$ cat config.mk
export PLATFORM = sky130hd
export DESIGN_NAME = ssd_front
export DESIGN_NICKNAME = d
export VERILOG_FILES = /design/src/hw/rtl/ssd_pkg.sv /design/src/hw/rtl/ssd_front.sv
export VERILOG_INCLUDE_DIRS = /design/src /design/src/hw/rtl
export SDC_FILE = /design/constraint.sdc
export NUM_CORES = 1
export LEC_CHECK = 0
export ABC_AREA = 1
export BUFFER_PORTS_ARGS = -buffer_cell sky130_fd_sc_hd__buf_2
export CAP_MARGIN = 20
export CORE_ASPECT_RATIO = 1.5
export CORE_MARGIN = 5
export CORE_UTILIZATION = 46
export CTS_CLUSTER_SIZE = 14
export DETAILED_ROUTE_END_ITERATION = 10
export GPL_ROUTABILITY_DRIVEN = 0
export PLACE_DENSITY_LB_ADDON = 0.2
export SLEW_MARGIN = 25
export SYNTH_ARGS = -nofsm -noshare
export SYNTH_HDL_FRONTEND = slang
export SYNTH_SLANG_ARGS = --single-unit
$ cat constraint.sdc
create_clock -name i_clk -period 2.32 [get_ports i_clk]
set_input_delay 0.348 -clock i_clk [delete_from_list [all_inputs] [get_ports i_clk]]
set_output_delay 0.348 -clock i_clk [all_outputs]
set_load 0.1 [all_outputs]
$ cat src/hw/rtl/assert_macros.svh
// assertion macros shared by the seven-segment scan driver rtl
// no dependencies; included by files that carry concurrent checks
`ifndef ASSERT_MACROS_SVH
`define ASSERT_MACROS_SVH

// expression holds at every clock edge out of reset
`define SSD_ASSERT_ALWAYS(label, clk, rst_n, expr) \
    label: assert property (@(posedge clk) disable iff (!rst_n) (expr)) \
        else $error("ssd assertion failed");

// same-cycle implication
`define SSD_ASSERT_IMPL(label, clk, rst_n, ante, cons) \
    label: assert property (@(posedge clk) disable iff (!rst_n) (ante) |-> (cons)) \
        else $error("ssd assertion failed");

// next-cycle implication
`define SSD_ASSERT_NEXT(label, clk, rst_n, ante, cons) \
    label: assert property (@(posedge clk) disable iff (!rst_n) (ante) |=> (cons)) \
        else $error("ssd assertion failed");

`endif

$ cat src/hw/rtl/ssd_pkg.sv
// types, constants and segment table for the seven-segment scan driver
// no dependencies; imported by ssd_front, ssd_back and the top level
`default_nettype none

package ssd_pkg;

    localparam int VALUE_W     = 27;
    localparam int POINT_W     = 4;
    localparam int DIGIT_W     = 4;
    localparam int NUM_STORE   = 8;
    localparam int SCAN_W      = 3;
    localparam int PHASE_W     = 5;
    localparam int DWELL_W     = 8;
    localparam int SEL_W       = 3;
    localparam int QUEUE_DEPTH = 4;
    localparam int QUEUE_AW    = $clog2(QUEUE_DEPTH);
    localparam int CONV_W      = $clog2(NUM_STORE);
    localparam int RECIP_W     = 28;
    localparam int DIV10_SHIFT = 31;
    localparam int PROD_W      = VALUE_W + DIV10_SHIFT;

    localparam logic                KIND_LOAD    = 1'b1;
    localparam logic [PHASE_W-1:0]  PH_LATCH_HI  = 5'd16;
    localparam logic [PHASE_W-1:0]  PH_LATCH_LO  = 5'd17;
    localparam logic [PHASE_W-1:0]  PH_DWELL     = 5'd18;
    localparam logic [DWELL_W-1:0]  DWELL_RESET  = 8'd1;
    localparam logic [CONV_W-1:0]   CONV_LAST    = CONV_W'(NUM_STORE - 2);
    // ceil(2^31 / 10), exact quotient for any value below 2^27
    localparam logic [RECIP_W-1:0]  DIV10_RECIP  = 28'd214748365;

    typedef struct packed {
        logic               is_load;
        logic [VALUE_W-1:0] value;
        logic [POINT_W-1:0] point;
    } t_cmd;

    typedef enum logic {
        BK_RUN,
        BK_CONV
    } t_back_state;

    function automatic logic [7:0] seg_code(input logic [DIGIT_W-1:0] d);
        logic [7:0] c;
        unique case (d)
            4'd0:    c = 8'hFC;
            4'd1:    c = 8'h60;
            4'd2:    c = 8'hDA;
            4'd3:    c = 8'hF2;
            4'd4:    c = 8'h66;
            4'd5:    c = 8'hB6;
            4'd6:    c = 8'hBE;
            4'd7:    c = 8'hE0;
            4'd8:    c = 8'hFE;
            4'd9:    c = 8'hF6;
            default: c = 8'h00;
        endcase
        return c;
    endfunction

endpackage

`default_nettype wire

$ cat src/hw/rtl/ssd_front.sv
// front end: accepts input words, classifies tick or load, queues commands
// depends on ssd_pkg and assert_macros.svh
`default_nettype none
`include "assert_macros.svh"

module ssd_front (
    input  wire logic                        i_clk,
    input  wire logic                        i_rst_n,
    input  wire logic                        i_valid,
    output logic                             o_stall,
    input  wire logic                        i_kind,
    input  wire logic [ssd_pkg::VALUE_W-1:0] i_value,
    input  wire logic [ssd_pkg::POINT_W-1:0] i_point_position,
    output ssd_pkg::t_cmd                    o_cmd,
    output logic                             o_cmd_valid,
    input  wire logic                        i_cmd_pop
);
    import ssd_pkg::*;

    t_cmd                r_queue [QUEUE_DEPTH];
    logic [QUEUE_AW-1:0] r_wr_ptr;
    logic [QUEUE_AW-1:0] r_rd_ptr;
    logic [QUEUE_AW:0]   r_count;
    logic [QUEUE_AW:0]   n_count;
    logic                push;
    logic                pop;
    t_cmd                in_cmd;

    assign o_stall     = (r_count == (QUEUE_AW+1)'(QUEUE_DEPTH));
    assign o_cmd_valid = (r_count != '0);
    assign o_cmd       = r_queue[r_rd_ptr];
    assign push        = i_valid && !o_stall;
    assign pop         = i_cmd_pop && o_cmd_valid;

    always_comb begin
        in_cmd.is_load = (i_kind == KIND_LOAD);
        in_cmd.value   = i_value;
        in_cmd.point   = i_point_position;
        n_count        = r_count;
        if (push && !pop) begin
            n_count = r_count + 1'b1;
        end else if (pop && !push) begin
            n_count = r_count - 1'b1;
        end
    end

    always_ff @(posedge i_clk) begin
        if (push) begin
            r_queue[r_wr_ptr] <= in_cmd;
        end
    end

    always_ff @(posedge i_clk) begin
        if (!i_rst_n) begin
            r_wr_ptr <= '0;
            r_rd_ptr <= '0;
            r_count  <= '0;
        end else begin
            if (push) begin
                r_wr_ptr <= r_wr_ptr + 1'b1;
            end
            if (pop) begin
                r_rd_ptr <= r_rd_ptr + 1'b1;
            end
            r_count <= n_count;
        end
    end

    `SSD_ASSERT_NEXT(a_count_drops, i_clk, i_rst_n, pop && !push, r_count == $past(r_count) - 1'b1)

endmodule

`default_nettype wire

==> flow_metrics.env, run 1 <==
export IMPL_synth_compound_area_share_pct=10.3
export IMPL_routed_via_density=5.18
export IMPL_fillCellCount=899
export IMPL_drt_iter0_markers=100
export IMPL_p_comb_share_pct=40.9
export IMPL_critPathSlowestCell="buf_2"
export IMPL_rsz0062_at_grt="no"
export IMPL_syn_inst=378
export IMPL_post_route_util_pct=58.6
export IMPL_synth_adder_area_share_pct=1.57
export IMPL_path_cells="inv_2, buf_12, o21ai_1, o22ai_2, buf_2"
export IMPL_ys_seq_area_share_pct=76.4
export IMPL_synth_area_mux_share_pct=0
export IMPL_grt_pass1_wl_um=17100
export IMPL_port_buffers=69
export IMPL_grt_usage_pct=16.3
export IMPL_cts_inserted_buffers=17
export IMPL_die_h_um=141
export IMPL_setup_viol=0
export IMPL_place_inst=590
export IMPL_seqPwrFrac_pct=32.0
export IMPL_crit_family="buffers and inverters"
export IMPL_fp_dieArea_um2=13700
export IMPL_grt_max_degree=65
export IMPL_power_mw=9.77
export IMPL_antenna_cells=0
export IMPL_dpl_cell_area_um2=5990
export IMPL_cts_path_max_buffers=2
export IMPL_ys_async_sr_fraction_pct=0
export IMPL_ys_top_cells_by_area="edfxtp_1, nor2_1, o22ai_1"
export IMPL_arrival_ns=1.86
export IMPL_final_instance_count_excl_fill=622
export IMPL_p_clk_share_pct=27.1
export IMPL_htree_levels=4
export IMPL_skew_ns=0.00798
export IMPL_coreArea_um2=11400
export IMPL_status="complete, no violations"
export IMPL_hold_viol=0
export IMPL_clock_latency_ns=0.40
export IMPL_start_kind="register"
export IMPL_fin_crit_ns=2.21
export IMPL_worst_setup_path_type="register to output port"
export IMPL_synth_nets=420
export IMPL_cts_sinks=137
export IMPL_swShare_pct=43.5
export IMPL_regArea_um2=4030
export IMPL_p_int_mw=5.52
export IMPL_max_stage_delay_ns=0.45
export IMPL_dp_slack_ns=0.297
export IMPL_final_layout_size_suffix_gt1_share_pct=31.8
export IMPL_synthSimpleGateAreaFrac_pct=7.25
export IMPL_hp_class="primary input to register"
export IMPL_grt_pass1_vias=3291
export IMPL_synth_distinct_cells=22
export IMPL_period_share_pct=95.1
export IMPL_layout_nets=501
export IMPL_synth_edf_count=128
export IMPL_drc=0
export IMPL_ys_ff_latch=137
export IMPL_drt_total_wl_um=10800
export IMPL_synth_xor_area_share_pct=0.166
export IMPL_stdcell_area_um2=6650
export IMPL_fmax_ghz=0.453
export IMPL_wl_per_cell_um=17.4
export IMPL_worst_pin_slew_ns=0.490
export IMPL_ant_nets=0
export IMPL_ys_warn_count=0
export IMPL_cts_tree="done"
export IMPL_yosysMostFrequentCell="edfxtp_1"
export IMPL_root_buffer="clkbuf_16"
export IMPL_cp_end_kind="output port"
export IMPL_ys_flop_type="edfxtp_1"
export IMPL_die_w_um=97.4
export IMPL_powerDensity_nw_per_um2=1470
export IMPL_row_count=48
export IMPL_synth_area_um2=5270
export IMPL_synthToLayoutAreaGrowth_pct=26.3
export IMPL_multi_input_area_um2=1240
export IMPL_crit_fanout=19
export IMPL_post_dp_hpwl_um=6400
export IMPL_synth_common_cells="edfxtp_1, nor2_1, o21ai_0"
export IMPL_synth_largest_area_cell="edfxtp_1"
export IMPL_ir_drop_mv=1.10
export IMPL_start_util_pct=46.4
export IMPL_dr_pass1_iters=4
export IMPL_slew_headroom_pct=67.6
export IMPL_p_switching_mw=4.25
export IMPL_grt_antenna_before_repair=1
export IMPL_grt_overflow=0
export IMPL_vias=3225
export IMPL_synth_top_family_by_area="compound AO/OA/AOI/OAI gates"
export IMPL_pin_count=70
export IMPL_setup_slack_ns=0.114
export IMPL_path_clk_slew_ns=0.06
export IMPL_path_buf_inv=3
export IMPL_synth_top_area_share_pct=73.0
export IMPL_final_max_slew_viol_count=0
export IMPL_required_ns=1.97
export IMPL_power_leakage_nw=2.42
export IMPL_cap_violations=0
export IMPL_avgSynthCellArea_um2=13.9
==> power by group through the flow <==
stage                     Combinational (mW)  Clock [mW]  Sequential [mW]
after floorplan                         3.32           0             3.14
after global placement                  3.85           0             3.17
after detailed placement                3.88           0             3.18
after CTS                               4.03        2.69             3.13
after global routing                    4.20        2.81             3.16
final                                   4.00        2.65             3.13
==> kinds of logic after synthesis <==
group / Yosys count
buffers and inverters: 36
AO/OA/AOI/OAI: 100
adder cells (fa/ha/maj): 6
AND/OR/NAND/NOR: 98
XOR/XNOR: 1
flip-flops: 137
==> cell usage in the layout (no fill, tap or decap), types with 2 or more instances in the layout <==
master | netlist | final
edfxtp_1 | 128 | 128
nor2_1 | 77 | 73
buf_2 | 6 | 41
o21ai_0 | 37 | 37
buf_4 | 3 | 36
o22ai_2 | 0 | 32
o21ai_1 | 28 | 28
clkbuf_16 | 0 | 17
inv_1 | 15 | 15
nand2_1 | 14 | 14
dfxtp_1 | 9 | 8
ha_1 | 5 | 5
nor2_4 | 0 | 4
nand3_1 | 4 | 4
clkinv_4 | 0 | 4
a21oi_1 | 3 | 3
clkbuf_1 | 1 | 3
bufinv_16 | 0 | 3
clkinv_2 | 0 | 3
clkbuf_4 | 0 | 2
buf_12 | 0 | 2
==> worst reg2reg max path: cells and delay by family, from the launching register on <==
family	cells	cell delay [ns]
simple gates	8	0.65
flops	1	0.41
buf+inv	3	0.28
fa+ha+maj	2	0.57
==> metrics by stage <==
stage | TNS, ns | hold slack, ns
after floorplan | -12.05 | 0.447
after CTS | 0 | 0.136
final | 0 | 0.155
after detailed placement | 0 | 0.497
after global routing | 0 | 0.135
after global placement | 0 | 0.491
==> flip-flops by register name, indices dropped and copies added (netlist names), named ones only <==
signal	count
r_count	3
r_queue	128
r_rd_ptr	2
r_wr_ptr	2
==> layer usage <==
layer  wire length [um]  vias up  part of all wire [%]  track usage [%]
met3                405       11                   3.7             4.50
met5                  7        -                 0.065                0
met1               4430     1602                    41             18.2
li1                   -     1548                     -                -
met4                114        2                   1.1             6.56
met2               5890       62                    54             29.3
==> final cells by class <==
cell class / count / share of cell area, %
Multi-Input combinational cell: 205 / 18.7
Clock inverter: 12 / 2.28
Tap cell: 150 / 2.82
Inverter: 17 / 1.07
Clock buffer: 20 / 6.57
Sequential cell: 137 / 60.6
Timing Repair Buffer: 81 / 7.98
==> timing repair <==
action                     4_1_cts  5_1_grt
pin swaps                        0        0
hold buffers                     0        0
setup endpoints to repair       26       29
resized for setup               26        3
setup buffers                    0        0
==> path summary, 6_finish.rpt <==
kind	from	end	slack (ns)	depth (start not counted)
max reg2reg	r_count[0]	r_count[2]	0.31	13
max	register	o_cmd[4]	0.11	5
min	i_value[24]	r_queue[0][28]	0.15	1
min reg2reg	r_rd_ptr[0]	register	0.51	2
Note: power is estimated with default switching activity, not from simulation.
==> run 2, diff against run 1 <==
--- a/config.mk
+++ b/config.mk
@@ -9,7 +9,7 @@
 export ABC_AREA = 1
 export BUFFER_PORTS_ARGS = -buffer_cell sky130_fd_sc_hd__buf_2
 export CAP_MARGIN = 20
-export CORE_ASPECT_RATIO = 1.5
+export CORE_ASPECT_RATIO = 0.5
 export CORE_MARGIN = 5
 export CORE_UTILIZATION = 46
 export CTS_CLUSTER_SIZE = 14
==> run 2 against run 1 <==
Net effect: critical path depth is 1 lower; sequential power barely moved; flip-flop and latch count did not move; clock power is 2% higher; highest routed layer is now met4; combinational power decreased by 2%; final cell count down 0.96%; cell area down 0.60%; total power down 0.68%; non-clock buffer count is 1 lower; utilization rose by 1.1 points; wire length decreased by 4.3%; clock skew is 0.0035 ns higher.
==> flow_metrics.env, run 2 (synthesis gave the netlist of run 1 again) <==
export IMPL_status="complete, no violations"
export IMPL_grt_usage_pct=15.6
export IMPL_cap_violations=0
export IMPL_crit_family="buffers and inverters"
export IMPL_power_leakage_nw=2.40
export IMPL_drt_total_wl_um=10400
export IMPL_p_int_mw=5.42
export IMPL_final_max_slew_viol_count=0
export IMPL_pin_count=70
export IMPL_critPathSlowestCell="buf_2"
export IMPL_power_mw=9.71
export IMPL_setup_slack_ns=0.0849
export IMPL_p_clk_share_pct=27.8
export IMPL_r2r_start="r_count[0]"
export IMPL_die_h_um=85.7
export IMPL_largest_register_ffs=128
export IMPL_grt_antenna_before_repair=0
export IMPL_die_w_um=161
export IMPL_period_share_pct=96.3
export IMPL_grt_pass1_wl_um=16200
export IMPL_ir_drop_mv=0.811
export IMPL_port_buffers=69
export IMPL_grt_max_degree=65
export IMPL_worst_setup_path_type="register to output port"
export IMPL_reg_top3="r_queue x128, r_count x3"
export IMPL_ff2ff_path_depth=13
export IMPL_vias=3191
export IMPL_required_ns=1.97
export IMPL_layout_common_cells="edfxtp_1, nor2_1, buf_2"
export IMPL_hold_path_end="r_queue[3][20]"
export IMPL_antenna_cells=0
export IMPL_powerDensity_nw_per_um2=1470
export IMPL_grt_overflow=0
export IMPL_post_dp_hpwl_um=5930
export IMPL_coreArea_um2=11100
export IMPL_worst_pin_slew_ns=0.485
export IMPL_layout_nets=500
export IMPL_synthToLayoutAreaGrowth_pct=25.5
export IMPL_ant_nets=0
export IMPL_path_clk_slew_ns=0.06
export IMPL_worstHoldPathCells=1
export IMPL_rsz0062_at_grt="no"
export IMPL_start_util_pct=47.5
export IMPL_routed_via_density=5.18
export IMPL_hp_class="primary input to register"
export IMPL_drc=0
export IMPL_slew_headroom_pct=67.7
export IMPL_cp_end_kind="output port"
export IMPL_setup_viol=0
export IMPL_start_kind="register"
export IMPL_regMostFlops="r_queue"
export IMPL_p_switching_mw=4.28
export IMPL_grt_pass1_vias=3161
export IMPL_row_count=27
export IMPL_seqPwrFrac_pct=32.0
export IMPL_final_instance_count_excl_fill=616
export IMPL_wl_per_cell_um=16.9
export IMPL_place_inst=584
export IMPL_path_buf_inv=2
export IMPL_skew_ns=0.0115
export IMPL_dr_pass1_iters=4
export IMPL_cts_path_max_buffers=2
export IMPL_path_cells="buf_4, o21ai_0, o22ai_2, buf_2"
export IMPL_arrival_ns=1.89
export IMPL_cts_hold_buf=0
export IMPL_clock_latency_ns=0.41
export IMPL_fmax_ghz=0.447
export IMPL_p_comb_share_pct=40.2
export IMPL_cts_tree="done"
export IMPL_fp_dieArea_um2=13800
export IMPL_max_stage_delay_ns=0.44
export IMPL_hold_viol=0
export IMPL_swShare_pct=44.1
export IMPL_fillCellCount=874
export IMPL_hold_start="i_value[16]"
export IMPL_dp_slack_ns=0.362
export IMPL_final_common_cell="edfxtp_1"
export IMPL_htree_levels=4
export IMPL_drt_iter0_markers=214
export IMPL_root_buffer="clkbuf_16"
export IMPL_tns_ns=0
export IMPL_fin_crit_ns=2.24
export IMPL_cts_inserted_buffers=17
export IMPL_cts_sinks=137
export IMPL_post_route_util_pct=59.6
export IMPL_crit_fanout=24
export IMPL_reg2reg_to="r_count[2]"
export IMPL_final_layout_size_suffix_gt1_share_pct=32.3
export IMPL_regToRegSetupSlack_ns=0.38
run 2: cell count changes in the layout (fill, tap and decap cells not counted), moves of 2 or more:
cell and delta:
inv_6 +2, buf_4 -28, clkbuf_4 +6, buf_2 +20, clkbuf_1 -3
run 2: worst max path at each step:
stage	start	end	slack [ns]	depth (start not counted)
2_1_floorplan	r_count[0]	r_queue[1][0]	-0.09	4
3_3_place_gp	r_count[0]	r_count[2]	0.42	13
3_5_place_dp	r_count[0]	r_count[2]	0.36	13
4_1_cts	register	o_cmd[10]	0.03	4
5_1_grt	register	o_cmd[24]	0.006	4
6_report	register	o_cmd[7]	0.08	4
run 2: metrics by stage:
stage                     hold slack [ns]  cell area [um^2]
after floorplan                     0.447              5470
after global placement              0.496              5990
after detailed placement            0.502              5990
after CTS                           0.135              6590
after global routing                0.139              6610
final                               0.152              6610
run 2: cell type report:
cell class / count / area [um^2] / area share (%)
Clock buffer: 17 / 425 / 6.44
Multi-Input combinational cell: 205 / 1240 / 18.8
Inverter: 17 / 71.3 / 1.08
Clock inverter: 15 / 176 / 2.67
Timing Repair Buffer: 80 / 485 / 7.35
Tap cell: 145 / 181 / 2.75
Sequential cell: 137 / 4030 / 60.9
run 2: repair_timing:
item,CTS,global route
endpoints found under the setup margin,0,8
setup buffers,0,0
resized for setup,0,8
run 2: metal layers:
| layer | global-route usage (%) | vias to the layer above | wire (um) |
|---|---|---|---|
| met4 | 6.27 | 0 | 54 |
| met5 | 0 | - | 0 |
| met1 | 20.4 | 1550 | 4770 |
| li1 | - | 1549 | - |
| met3 | 5.14 | 2 | 700 |
| met2 | 24.6 | 90 | 4860 |
run 2: power groups by stage:
stage | sequential (mW) | clock, mW | combinational (mW)
final | 3.11 | 2.69 | 3.91
after floorplan | 3.14 | 0 | 3.32
after CTS | 3.10 | 2.74 | 3.91
after global placement | 3.15 | 0 | 3.89
after global routing | 3.13 | 2.86 | 4.09
after detailed placement | 3.15 | 0 | 3.90
==> run 3, diff against run 2 <==
==> constraint.sdc (replaced) <==
create_clock -name i_clk -period 2.7 [get_ports i_clk]
set_input_delay 0.405 -clock i_clk [delete_from_list [all_inputs] [get_ports i_clk]]
set_output_delay 0.405 -clock i_clk [all_outputs]
set_load 0.1 [all_outputs]
==> run 3 against run 2 <==
Net effect: total power fell by 16%; via count fell by 0.47%; clock power fell by 14%; utilization fell by 1.6 points; combinational power fell by 18%; wire length fell by 3.9%; non-clock buffer count fell by 2; clock-buffer cell count did not move; register-to-register slack improved by 0.32 ns; die area did not move; global-route usage fell by 0.32 points.
==> flow_metrics.env, run 3 (synthesis gave the netlist of run 1 again) <==
export IMPL_postCtsSetupBuffers=0
export IMPL_start_util_pct=47.5
export IMPL_worst_setup_path_type="register to output port"
export IMPL_final_instance_count_excl_fill=614
export IMPL_grt_pass1_vias=3013
export IMPL_path_clk_slew_ns=0.06
export IMPL_cts_sinks=137
export IMPL_vias=3176
export IMPL_die_w_um=161
export IMPL_hold_viol=0
export IMPL_drc=0
export IMPL_drt_total_wl_um=9980
export IMPL_globalRoute_busiestLayer="met2"
export IMPL_fp_dieArea_um2=13800
export IMPL_port_buffers=69
export IMPL_arrival_ns=2.17
export IMPL_dpl_cell_area_um2=5770
export IMPL_final_common_cell="edfxtp_1"
export IMPL_pin_count=70
export IMPL_ant_nets=0
export IMPL_tns_ns=0
export IMPL_routed_via_density=5.17
export IMPL_powerDensity_nw_per_um2=1280
export IMPL_place_inst=582
export IMPL_start_kind="register"
export IMPL_final_max_slew_viol_count=0
export IMPL_fmax_ghz=0.388
export IMPL_cts_path_max_buffers=2
export IMPL_ir_drop_mv=0.768
export IMPL_antenna_cells=0
export IMPL_grt_antenna_before_repair=1
export IMPL_row_count=27
export IMPL_post_dp_hpwl_um=5960
export IMPL_layout_common_cells="edfxtp_1, nor2_1, buf_2"
export IMPL_grt_max_degree=65
export IMPL_met1_usage_pct=21.3
export IMPL_crit_fanout=64
export IMPL_skew_ns=0.00641
export IMPL_clock_latency_ns=0.40
export IMPL_grt_pass1_wl_um=16100
export IMPL_fin_crit_ns=2.58
export IMPL_required_ns=2.30
export IMPL_largest_register_ffs=128
export IMPL_period_share_pct=95.4
export IMPL_cts_tree="done"
export IMPL_die_h_um=85.7
export IMPL_coreArea_um2=11100
export IMPL_wl_per_cell_um=16.2
export IMPL_rsz0062_at_grt="yes"
export IMPL_grtUsageMet2_pct=22.9
export IMPL_setup_viol=0
export IMPL_final_layout_size_suffix_gt1_share_pct=24.9
export IMPL_dr_pass1_iters=4
export IMPL_grt_overflow=0
export IMPL_regMostFlops="r_queue"
export IMPL_htree_levels=4
export IMPL_power_leakage_nw=2.33
export IMPL_slew_headroom_pct=63.9
export IMPL_use_met3_pct=4.32
export IMPL_cts_inserted_buffers=17
export IMPL_cp_end_kind="output port"
export IMPL_worst_pin_slew_ns=0.542
export IMPL_cap_violations=0
export IMPL_status="complete, no violations"
export IMPL_stdcell_area_um2=6430
export IMPL_drt_iter0_markers=195
export IMPL_synthToLayoutAreaGrowth_pct=22.1
export IMPL_hp_class="primary input to register"
export IMPL_layout_nets=498
export IMPL_grt_usage_pct=15.3
export IMPL_reg_top3="r_queue x128, r_count x3"
export IMPL_root_buffer="clkbuf_16"
export IMPL_cts_hold_buf=0
export IMPL_cts_resized_gates=0
-- run 3: changes by cell type in the layout (fill, tap and decap cells not counted), sizes merged --
cell,before,now
clkbuf,25,40
buf,72,55
inv,19,20
clkinvlp,2,3
clkinv,8,6
-- run 3: routing by layer --
layer / part of all wire, % / up-vias
met4: 0.55 / 2
met2: 47 / 64
li1: - / 1549
met1: 48 / 1555
met3: 3.8 / 6
met5: 0.13 / -
-- run 3: through the flow --
step | hold slack [ns] | worst slack [ns] | power [mW] | util, %
6_report | 0.216 | 0.125 | 8.20 | 58.0
5_1_grt | 0.193 | -0.0170 | 8.56 | 58.0
4_1_cts | 0.200 | 0.0384 | 8.19 | 57.5
3_5_place_dp | 0.501 | 0.467 | 5.88 | 52.1
3_3_place_gp | 0.493 | 0.496 | 5.86 | 52.1
2_1_floorplan | 0.465 | 0.130 | 5.39 | -
-- run 3: where the power goes --
group | switching (mW) | internal [mW]
Combinational | 2.62 | 0.572
Sequential | 0.112 | 2.59
Clock | 0.856 | 1.45
-- run 3: final cells by class --
type,count,area [um^2]
fill,888,4650
sequential,137,4030
multi-input combinational,205,1040
timing repair buffer,78,508
clock buffer,17,425
tap,145,181
clock inverter,15,174
inverter,17,71.3
-- run 3: worst max-delay path, stage by stage, from the launching register on --
cell     delay, ns
dfxtp_2       0.48
buf_12        0.26
inv_8         0.30
nor2_1        0.07
o22ai_1       0.19
buf_2         0.45
-- run 3: worst paths after layout --
| kind | startpoint | endpoint | slack, ns | cells past startpoint |
|---|---|---|---|---|
| hold / removal | i_value[26] | r_queue[1][30] | 0.22 | 1 |
| setup / recovery | register | o_cmd[15] | 0.12 | 5 |
| hold reg to reg | r_rd_ptr[0] | r_rd_ptr[0] | 0.51 | 2 |
| setup reg to reg | r_count[1] | r_count[1] | 0.70 | 9 |
